File: src/rtl/brf_pkg.sv
// brf_pkg: shared types and constants for the response fragmenter
// no dependencies; used by the interfaces, brf_outq and ble_response_fragmenter

package brf_pkg;

    localparam logic REQ_START = 1'b0;
    localparam logic REQ_DATA  = 1'b1;

    localparam int BEATS_MAX = 3;

    typedef logic [1:0] brf_cnt_t;

    typedef struct packed {
        logic [7:0] packet_byte;
        logic       end_of_packet;
        logic       end_of_message;
        logic       last;
    } brf_beat_t;

    typedef struct packed {
        brf_cnt_t                  count;
        brf_beat_t [BEATS_MAX-1:0] beat;
    } brf_load_t;

endpackage

File: src/rtl/brf_if.sv
// brf_req_if / brf_rsp_if: valid/ready channels of the response fragmenter
// depends on brf_pkg

interface brf_req_if
    import brf_pkg::*;
();
    logic        valid;
    logic        ready;
    logic        req_type;
    logic [7:0]  msg_cmd;
    logic [15:0] msg_length;
    logic [7:0]  data_byte;

    modport source (output valid, req_type, msg_cmd, msg_length, data_byte, input ready);
    modport sink   (input valid, req_type, msg_cmd, msg_length, data_byte, output ready);
endinterface

interface brf_rsp_if
    import brf_pkg::*;
();
    logic       valid;
    logic       ready;
    logic [7:0] packet_byte;
    logic       end_of_packet;
    logic       end_of_message;
    logic       last;

    modport source (output valid, packet_byte, end_of_packet, end_of_message, last,
                    input ready);
    modport sink   (input valid, packet_byte, end_of_packet, end_of_message, last,
                    output ready);
endinterface

File: src/rtl/brf_outq.sv
// brf_outq: three-entry result queue that plays out the bytes of one request
// depends on brf_pkg and brf_rsp_if

module brf_outq
    import brf_pkg::*;
(
    input  logic          clk,
    input  logic          rst_n,
    input  logic          load_en,
    input  brf_load_t     load,
    output logic          can_load,
    brf_rsp_if.source     rsp
);

    brf_cnt_t                  cnt_reg;
    brf_cnt_t                  cnt_next;
    brf_beat_t [BEATS_MAX-1:0] beat_reg;
    brf_beat_t [BEATS_MAX-1:0] beat_next;
    logic                      pop;

    assign pop      = rsp.valid && rsp.ready;
    assign can_load = (cnt_reg == brf_cnt_t'(0)) || ((cnt_reg == brf_cnt_t'(1)) && rsp.ready);

    always_comb
    begin
        cnt_next  = cnt_reg;
        beat_next = beat_reg;
        if (pop)
        begin
            beat_next[0] = beat_reg[1];
            beat_next[1] = beat_reg[2];
            cnt_next     = cnt_reg - brf_cnt_t'(1);
        end
        if (load_en)
        begin
            cnt_next  = load.count;
            beat_next = load.beat;
        end
    end

    always_ff @(posedge clk or negedge rst_n)
    begin
        if (!rst_n)
        begin
            cnt_reg <= '0;
        end
        else
        begin
            cnt_reg <= cnt_next;
        end
    end

    always_ff @(posedge clk)
    begin
        beat_reg <= beat_next;
    end

    assign rsp.valid          = (cnt_reg != brf_cnt_t'(0));
    assign rsp.packet_byte    = beat_reg[0].packet_byte;
    assign rsp.end_of_packet  = beat_reg[0].end_of_packet;
    assign rsp.end_of_message = beat_reg[0].end_of_message;
    assign rsp.last           = beat_reg[0].last;

    a_cnt_range: assert property (@(posedge clk) disable iff (!rst_n)
        cnt_reg != brf_cnt_t'(3) || !load_en || rsp.ready)
        else $error("load over a full queue");

    a_load_ok: assert property (@(posedge clk) disable iff (!rst_n)
        load_en |-> can_load)
        else $error("load while queue busy");

    a_last_tail: assert property (@(posedge clk) disable iff (!rst_n)
        (rsp.valid && rsp.last) |-> (cnt_reg == brf_cnt_t'(1)))
        else $error("last mark not on final queued byte");

    a_eom_eop: assert property (@(posedge clk) disable iff (!rst_n)
        (rsp.valid && rsp.end_of_message) |-> rsp.end_of_packet)
        else $error("end of message without end of packet");

    a_empty_after_last: assert property (@(posedge clk) disable iff (!rst_n)
        (pop && rsp.last && !load_en) |=> !rsp.valid)
        else $error("queue not empty after last transfer");

endmodule

File: src/rtl/ble_response_fragmenter.sv
// ble_response_fragmenter: cuts response messages into link packets of PACKET_SIZE bytes
// depends on brf_pkg, brf_req_if, brf_rsp_if and brf_outq
//
// usage:
//   req carries request items: a start item (req_type 0) with command and length, or
//   one data byte (req_type 1). rsp carries one packet byte per transfer with
//   end_of_packet, end_of_message and last (final byte caused by one request).
//   a start item gives three bytes (command, length high, length low); a data item
//   gives one byte, or two when a new packet opens with its sequence byte; a data
//   item with no open message gives nothing.
//   latency: the first byte of an item is on rsp the cycle after its transfer.
//   throughput: one rsp byte per cycle while the receiver is ready; an item makes 0 to 3
//   bytes, and the pace is set by the single rsp port draining the result queue.
//   req.ready rises again in the cycle the last byte of the previous item leaves.
//   reset clears message state and empties the queue.
//   when the receiver stalls, the current byte holds and req stalls behind it.

module ble_response_fragmenter
    import brf_pkg::*;
#(
    parameter int PACKET_SIZE = 64
)
(
    input  logic      clk,
    input  logic      rst_n,
    brf_req_if.sink   req,
    brf_rsp_if.source rsp
);

    localparam int POS_W = $clog2(PACKET_SIZE + 1);

    logic             open_reg;
    logic             open_next;
    logic [15:0]      len_reg;
    logic [15:0]      len_next;
    logic [15:0]      sent_reg;
    logic [15:0]      sent_next;
    logic [POS_W-1:0] pos_reg;
    logic [POS_W-1:0] pos_next;
    logic [6:0]       pcnt_reg;
    logic [6:0]       pcnt_next;

    logic             can_load;
    logic             accept;
    brf_load_t        load;

    logic [POS_W-1:0] pos_a;
    logic [POS_W-1:0] pos_b;
    logic [15:0]      sent_inc;
    logic             eop;
    logic             eom;
    brf_beat_t        data_beat;
    brf_beat_t        hdr_beat;

    assign req.ready = can_load;
    assign accept    = req.valid && can_load;

    always_comb
    begin
        open_next = open_reg;
        len_next  = len_reg;
        sent_next = sent_reg;
        pos_next  = pos_reg;
        pcnt_next = pcnt_reg;
        load      = '0;
        eop       = 1'b0;
        eom       = 1'b0;
        pos_a     = (pos_reg == '0) ? POS_W'(1) : pos_reg;
        pos_b     = pos_a + POS_W'(1);
        sent_inc  = sent_reg + 16'd1;
        hdr_beat  = '{packet_byte: {1'b0, pcnt_reg - 7'd1}, end_of_packet: 1'b0,
                      end_of_message: 1'b0, last: 1'b0};
        data_beat = '{packet_byte: req.data_byte, end_of_packet: 1'b0,
                      end_of_message: 1'b0, last: 1'b1};

        if (req.req_type == REQ_START)
        begin
            len_next   = req.msg_length;
            sent_next  = '0;
            pcnt_next  = '0;
            load.count = brf_cnt_t'(3);
            load.beat[0] = '{packet_byte: req.msg_cmd, end_of_packet: 1'b0,
                             end_of_message: 1'b0, last: 1'b0};
            if (req.msg_length == 16'd0)
            begin
                load.beat[1] = '{packet_byte: 8'd0, end_of_packet: 1'b0,
                                 end_of_message: 1'b0, last: 1'b0};
                load.beat[2] = '{packet_byte: 8'd0, end_of_packet: 1'b1,
                                 end_of_message: 1'b1, last: 1'b1};
                open_next = 1'b0;
                pos_next  = '0;
            end
            else
            begin
                load.beat[1] = '{packet_byte: req.msg_length[15:8], end_of_packet: 1'b0,
                                 end_of_message: 1'b0, last: 1'b0};
                load.beat[2] = '{packet_byte: req.msg_length[7:0], end_of_packet: 1'b0,
                                 end_of_message: 1'b0, last: 1'b1};
                open_next = 1'b1;
                pos_next  = POS_W'(3);
            end
        end
        else if (open_reg)
        begin
            sent_next = sent_inc;
            pos_next  = pos_b;
            if (sent_inc == len_reg)
            begin
                eop       = 1'b1;
                eom       = 1'b1;
                open_next = 1'b0;
                pos_next  = '0;
                pcnt_next = pcnt_reg + 7'd1;
            end
            else if (pos_b >= POS_W'(PACKET_SIZE))
            begin
                eop       = 1'b1;
                pos_next  = '0;
                pcnt_next = pcnt_reg + 7'd1;
            end
            data_beat.end_of_packet  = eop;
            data_beat.end_of_message = eom;
            if (pos_reg == '0)
            begin
                load.count   = brf_cnt_t'(2);
                load.beat[0] = hdr_beat;
                load.beat[1] = data_beat;
            end
            else
            begin
                load.count   = brf_cnt_t'(1);
                load.beat[0] = data_beat;
            end
        end
    end

    always_ff @(posedge clk or negedge rst_n)
    begin
        if (!rst_n)
        begin
            open_reg <= 1'b0;
            len_reg  <= '0;
            sent_reg <= '0;
            pos_reg  <= '0;
            pcnt_reg <= '0;
        end
        else if (accept)
        begin
            open_reg <= open_next;
            len_reg  <= len_next;
            sent_reg <= sent_next;
            pos_reg  <= pos_next;
            pcnt_reg <= pcnt_next;
        end
    end

    brf_outq u_outq (
        .clk      (clk),
        .rst_n    (rst_n),
        .load_en  (accept),
        .load     (load),
        .can_load (can_load),
        .rsp      (rsp)
    );

endmodule

File: src/flat_wrapper.sv
// flat-port wrapper written by rule: the top's interface ports become plain ports
module ble_response_fragmenter_flat import brf_pkg::*;
#(
    parameter int PACKET_SIZE = 64
)
  (clk, rst_n, req_valid, req_req_type, req_msg_cmd, req_msg_length, req_data_byte, req_ready, rsp_valid, rsp_packet_byte, rsp_end_of_packet, rsp_end_of_message, rsp_last, rsp_ready);
  brf_req_if req_i ();
  brf_rsp_if rsp_i ();
  input  logic clk;
  input  logic rst_n;
  input wire logic [$bits(req_i.valid)-1:0] req_valid;
  input wire logic [$bits(req_i.req_type)-1:0] req_req_type;
  input wire logic [$bits(req_i.msg_cmd)-1:0] req_msg_cmd;
  input wire logic [$bits(req_i.msg_length)-1:0] req_msg_length;
  input wire logic [$bits(req_i.data_byte)-1:0] req_data_byte;
  output wire logic [$bits(req_i.ready)-1:0] req_ready;
  output wire logic [$bits(rsp_i.valid)-1:0] rsp_valid;
  output wire logic [$bits(rsp_i.packet_byte)-1:0] rsp_packet_byte;
  output wire logic [$bits(rsp_i.end_of_packet)-1:0] rsp_end_of_packet;
  output wire logic [$bits(rsp_i.end_of_message)-1:0] rsp_end_of_message;
  output wire logic [$bits(rsp_i.last)-1:0] rsp_last;
  input wire logic [$bits(rsp_i.ready)-1:0] rsp_ready;
  assign req_i.valid = req_valid;
  assign req_i.req_type = req_req_type;
  assign req_i.msg_cmd = req_msg_cmd;
  assign req_i.msg_length = req_msg_length;
  assign req_i.data_byte = req_data_byte;
  assign req_ready = req_i.ready;
  assign rsp_valid = rsp_i.valid;
  assign rsp_packet_byte = rsp_i.packet_byte;
  assign rsp_end_of_packet = rsp_i.end_of_packet;
  assign rsp_end_of_message = rsp_i.end_of_message;
  assign rsp_last = rsp_i.last;
  assign rsp_i.ready = rsp_ready;
  ble_response_fragmenter #(.PACKET_SIZE(PACKET_SIZE)) u_core (.clk(clk), .rst_n(rst_n), .req(req_i), .rsp(rsp_i));
endmodule
File: config.mk
export PLATFORM = sky130hd
export DESIGN_NAME = ble_response_fragmenter_flat
export DESIGN_NICKNAME = d
export VERILOG_FILES = /design/src/rtl/brf_pkg.sv /design/src/rtl/brf_if.sv /design/src/rtl/brf_outq.sv /design/src/rtl/ble_response_fragmenter.sv /design/src/flat_wrapper.sv
export SDC_FILE = /design/constraint.sdc
export NUM_CORES = 1
export LEC_CHECK = 0
export BUFFER_PORTS_ARGS = -buffer_cell sky130_fd_sc_hd__buf_4
export CAP_MARGIN = 0
export CORE_MARGIN = 2
export CORE_UTILIZATION = 55
export CTS_CLUSTER_SIZE = 20
export DETAILED_ROUTE_END_ITERATION = 12
export PLACE_DENSITY = 0.87
export SKIP_CTS_REPAIR_TIMING = 1
export SLEW_MARGIN = 10
export SYNTH_ARGS = -nofsm -noshare
export SYNTH_HDL_FRONTEND = slang
export SYNTH_HIERARCHICAL = 1
export SYNTH_SLANG_ARGS = --single-unit
File: constraint.sdc
create_clock -name clk -period 3.4 [get_ports clk]
set_input_delay 0.34 -clock clk [delete_from_list [all_inputs] [get_ports clk]]
set_output_delay 0.34 -clock clk [all_outputs]
set_load 0.01 [all_outputs]
-- After elaboration in Yosys (flattened, before gate mapping)
Cells that the tools add are included.
- add/sub/neg operators: 5
- $lt $le $gt $ge: 1
- equal/unequal tests: 4
- multiplexer cells: 31
- bitwise gates (word level): 1
- reduce and logical (&&, ||, !) cells: 13
- operators with widths (cell ; count):
    2-to-1 mux 22 bit ; 5
    2-to-1 mux 7 bit ; 9
    2-to-1 mux 16 bit ; 2
    2-to-1 mux 11 bit ; 2
    adder 16 x 1 -> 16 bit, second input constant ; 1
    == test 16 bit ; 1
    logical NOT 16 bit ; 1
    adder 7 x 1 -> 7 bit, second input constant ; 2
    2-to-1 mux 2 bit ; 6
    greater-or-equal comparator 7 bit, second input constant ; 1
    logical NOT 7 bit ; 1
    2-to-1 mux 1 bit ; 7
    subtractor 7 x 1 -> 7 bit, second input constant ; 1
    AND reduction 2 bit ; 2
    nonzero test 2 bit ; 2
    logical AND 1 bit ; 3
    != test 3 x 1 -> 1 bit, second input constant ; 1
    AND reduction 3 bit ; 1
    == test 2 x 1 -> 1 bit, second input constant ; 1
    logical NOT 2 bit ; 1
    != test 2 x 1 -> 1 bit, second input constant ; 1
    OR reduction 2 bit ; 1
    subtractor 2 x 1 -> 2 bit, second input constant ; 1
    logical OR 1 bit ; 1
    inverter 1 bit ; 1
- register bits after elaboration: 82

-- Depth between registers and ports, before layout
- depth in word-level cells: 10
- mapped depth: 11

-- By module
The synthesis kept the hierarchy.
- by module, submodules not included (module ; times used ; cells an instance ; area an instance (µm²) ; sequential area each (µm²)):
    ble_response_fragmenter ; 1 ; 377 ; 3274.4 ; 1176.1
    brf_outq ; 1 ; 84 ; 1485.2 ; 1041.0

-- Least setup slack after synthesis
No wires, ideal clock.
- path kind: reg2reg
- from: reg u_core.sent_reg[0]
- to: reg u_core.pcnt_reg[2]
- arrival: 2.546 ns
- data required time: 3.274 ns
- path slack: 0.728 ns
- cell stages (with the launch flop): 11
- cells stage by stage: dfrtp_1 -> ha_1 -> buf_2 -> nand3_1 -> or4b_1 -> a31oi_1 -> o2111ai_1 -> o31ai_4 -> buf_6 -> a21oi_1 -> a221o_1
- word-level cells in the longest chain between the ends: 5
- elaborated cells between the ends (all ways): 7
- those cells by class: add/sub (1); eq/ne (2); mux (3); reduce/logical (1)
- RTL lines (item ; line ; source):
    start, declared ; ble_response_fragmenter.sv:36 ; logic [15:0] sent_reg;
    start signal, assigned ; ble_response_fragmenter.sv:151 ; sent_reg <= sent_next;
    adder 16 x 1 -> 16 bit (*) ; ble_response_fragmenter.sv:70 ; sent_inc = sent_reg + 16'd1;
    == test 16 bit (*) ; ble_response_fragmenter.sv:107 ; if (sent_inc == len_reg)
    2-to-1 mux 7 bit ; ble_response_fragmenter.sv:107 ;
    2-to-1 mux 7 bit ; ble_response_fragmenter.sv:103 ; else if (open_reg)
    2-to-1 mux 7 bit ; ble_response_fragmenter.sv:76 ; if (req.req_type == REQ_START)
    end signal, assigned ; ble_response_fragmenter.sv:153 ; pcnt_reg <= pcnt_next;
    end, declared ; ble_response_fragmenter.sv:40 ; logic [6:0] pcnt_reg;
Every way passes the cells marked *; elsewhere a longest branch is shown, timed or not. The select of a mux whose other input is x is not followed.
A chain may end at the register's enable or synchronous reset.

-- Worst setup path after layout
- from: reg u_core.sent_reg[4]
- to: reg u_core.pcnt_reg[3]
The elaborated chain is that of the path after synthesis.

==> impl_metrics.tcl <==
set metrics [dict create \
    setup_ws_ns 0.188 \
    cts_root_buffer "clkbuf_8" \
    cts_inserted_buffers 9 \
    cts_buffer_depth 2 \
    cp-start-kind "flop" \
    synth_seq_cells 82 \
    syn_inst 461 \
    antenna_found_initial 0 \
    core_region_area_mm2 0.00830 \
    clk_latency_ns 0.36 \
    start_util 0.573 \
    dp_hpwl_mm 8.21 \
    finalCriticalPeriod_ns 3.21 \
    post-route-drc-count 0 \
    die_area_mm2 0.00941 \
    synth-async-reset-ratio 0.598 \
    gp_congestion 0.907 \
    pre_cts_ws_ns 0.246 \
    die_y_um 97.0 \
    synthFlopType "dfrtp_1" \
    yosys-top-cells-area "dfrtp_1, edfxtp_1, mux2_2" \
    ys_types 59 \
    rsz0062_at_grt "no" \
    synth_warnings 6 \
    crit_fanout 13 \
    seq_area_frac_synth 0.466 \
    grt_overflow 0 \
    synth_top_area_share 0.258 \
    path_clk_slew_ns 0.09 \
    crit_path_top_delay_cell "or4b_1" \
    dr.pass1.iters 5 \
    postRouteAntennaNets 0 \
    cp_cell_sequence "nand3_1 -> or4b_1 -> a311oi_2 -> o32ai_2 -> o31ai_4 -> buf_4 -> a21oi_1 -> a211o_1" \
    final_common_cell "buf_4" \
    fp.dieW_um 97.0 \
    violations "hold timing" \
    drive_above_1_share 0.244 \
    finalHoldViolCount 3 \
    leakage_nw 2.18 \
    track_usage 0.246 \
    met3_length_um 747 \
    setup_viol_count_final 0 \
    crit_required_ns 3.65 \
    max_freq_mhz 311 \
    ioPinCount 50 \
    mostFrequentLayoutCells "buf_4, nand2_1, dfrtp_1" \
    post_drt_via_cell_ratio 6.32 \
    grt_pass1_wl_mm 18.4 \
    status "finished with violations" \
    p_per_area_mw_per_mm2 701 \
    ir_worst_vdd_mv 0.444 \
    hold_ws_ns -0.00386 \
    slew_viol_final 0 \
    crit_path_end_kind "flop" \
    largest_reg_flops 22 \
    num_antenna_cells 0 \
    dp.cells 589 \
    wirelength_mm 11.4 \
    worst-path-buf-inv 1 \
    routed.top_layer "met4" \
    wl_met2_mm 5.55 \
    synth_area_per_cell_um2 10.3 \
    nets 538 \
    grt_pass1_vias 3629 \
    rows 33 \
    cpPeakStageDelay_ns 0.67 \
    wl_per_cell_um 18.8 \
    cap_violations 0 \
    slew_headroom 0.256 \
    worst_slew_pin_slew_ns 1.11 \
    finalClockSkew_ns 0.0116 \
    cts_tree "done" \
    worstPathArrival_ns 3.46 \
    setup.worst_path.class "flop to flop" \
    synth_edf_count 33 \
    setup_tns_ns 0 \
    final_cell_count_no_fill 605 \
    syn_to_final_growth_pct 12.0 \
    p_total_w 0.00374 \
    period_share 0.945 \
    m1WireLength_mm 4.86 \
    synthesis.area_mm2 0.00476 \
    synth_top_cell_by_area "dfrtp_1" \
    grt_max_degree 50 \
    cts_max_level 3 \
    vias 3823 \
    port_buffers 49 \
    syn_nets 504 \
    initialDrtViolationCount 341 \
    numClockSinks 82 \
    hp-class "input port to asynchronous set/reset pin" \
    cp_top_family "compound AO/OA/AOI/OAI gates" \
]
==> power by group <==
part           switching, W  leakage (nW)  internal (W)
Clock              0.000383        0.0965      0.000279
Combinational      0.000715          1.14      0.000665
Sequential         0.000259         0.948       0.00144
Total               0.00136          2.18       0.00238
==> layout make-up <==
cell class	instances	area, um2
well taps	105	131
inverters	11	41.3
clock inverters	7	60.1
fillers	640	2970
repair buffers	58	435
clock buffers	9	124
flip-flops and latches	82	2220
multi-input cells	333	2320
==> cell families after synthesis <==
group	share of synthesized area
multiplexers	0.0920
AND/OR/NAND/NOR	0.176
flip-flops	0.466
XOR/XNOR	0.0460
buffers and inverters	0.0478
AO/OA/AOI/OAI	0.157
adder cells (fa/ha/maj)	0.0158
==> layer usage <==
layer / track usage / up-vias
met5: 0 / -
met4: 0.0748 / 0
met3: 0.0592 / 23
met2: 0.401 / 164
met1: 0.327 / 1876
li1: - / 1760
==> synthesized netlist by cell type (2+ instances only) <==
cell type / n
and2_1: 3
xor2_1: 13
inv_1: 10
a22o_1: 10
xnor2_1: 12
nor2_1: 21
ha_1: 6
mux2_2: 38
or3_1: 6
nand4_1: 6
o31ai_1: 4
nor4_1: 9
o22a_1: 2
and3_1: 8
or4b_1: 3
and4_1: 2
nand3_1: 13
buf_2: 8
nand2b_1: 4
nor2b_1: 13
a31oi_1: 6
or2_2: 2
a21o_1: 4
a21oi_1: 19
dfrtp_1: 49
o21ai_0: 28
clkbuf_1: 16
nand2_1: 51
buf_6: 2
edfxtp_1: 33
nand3b_1: 3
a211o_1: 2
o2bb2ai_1: 9
nor4b_1: 4
buf_4: 8
nor3_1: 11
==> path summary, 6_finish.rpt <==
| kind | from | to | slack [ns] | depth (start not counted) |
|---|---|---|---|---|
| hold reg to reg | u_core/sent_reg[15] | u_core/sent_reg[15] | 0.53 | 2 |
| hold / removal | rst_n | u_core/pos_reg[5] | -0.004 | 1 |
| max in group asynchronous | rst_n | u_core/len_reg[15] | 2.97 | 1 |
| min in group clk | req_msg_length[2] | u_core/len_reg[2] | 0.23 | 2 |
| setup / recovery | u_core/sent_reg[4] | u_core/pcnt_reg[3] | 0.19 | 8 |
| setup reg to reg | u_core/sent_reg[4] | u_core/pcnt_reg[3] | 0.19 | 8 |
==> stage by stage <==
step | utilization | cell area [um2]
6_report | 0.642 | 5330
5_1_grt | 0.642 | 5330
4_1_cts | 0.641 | 5320
3_5_place_dp | 0.619 | 5140
3_3_place_gp | 0.619 | 5140
2_1_floorplan | - | 4760
(Power assumes the default switching activity.)
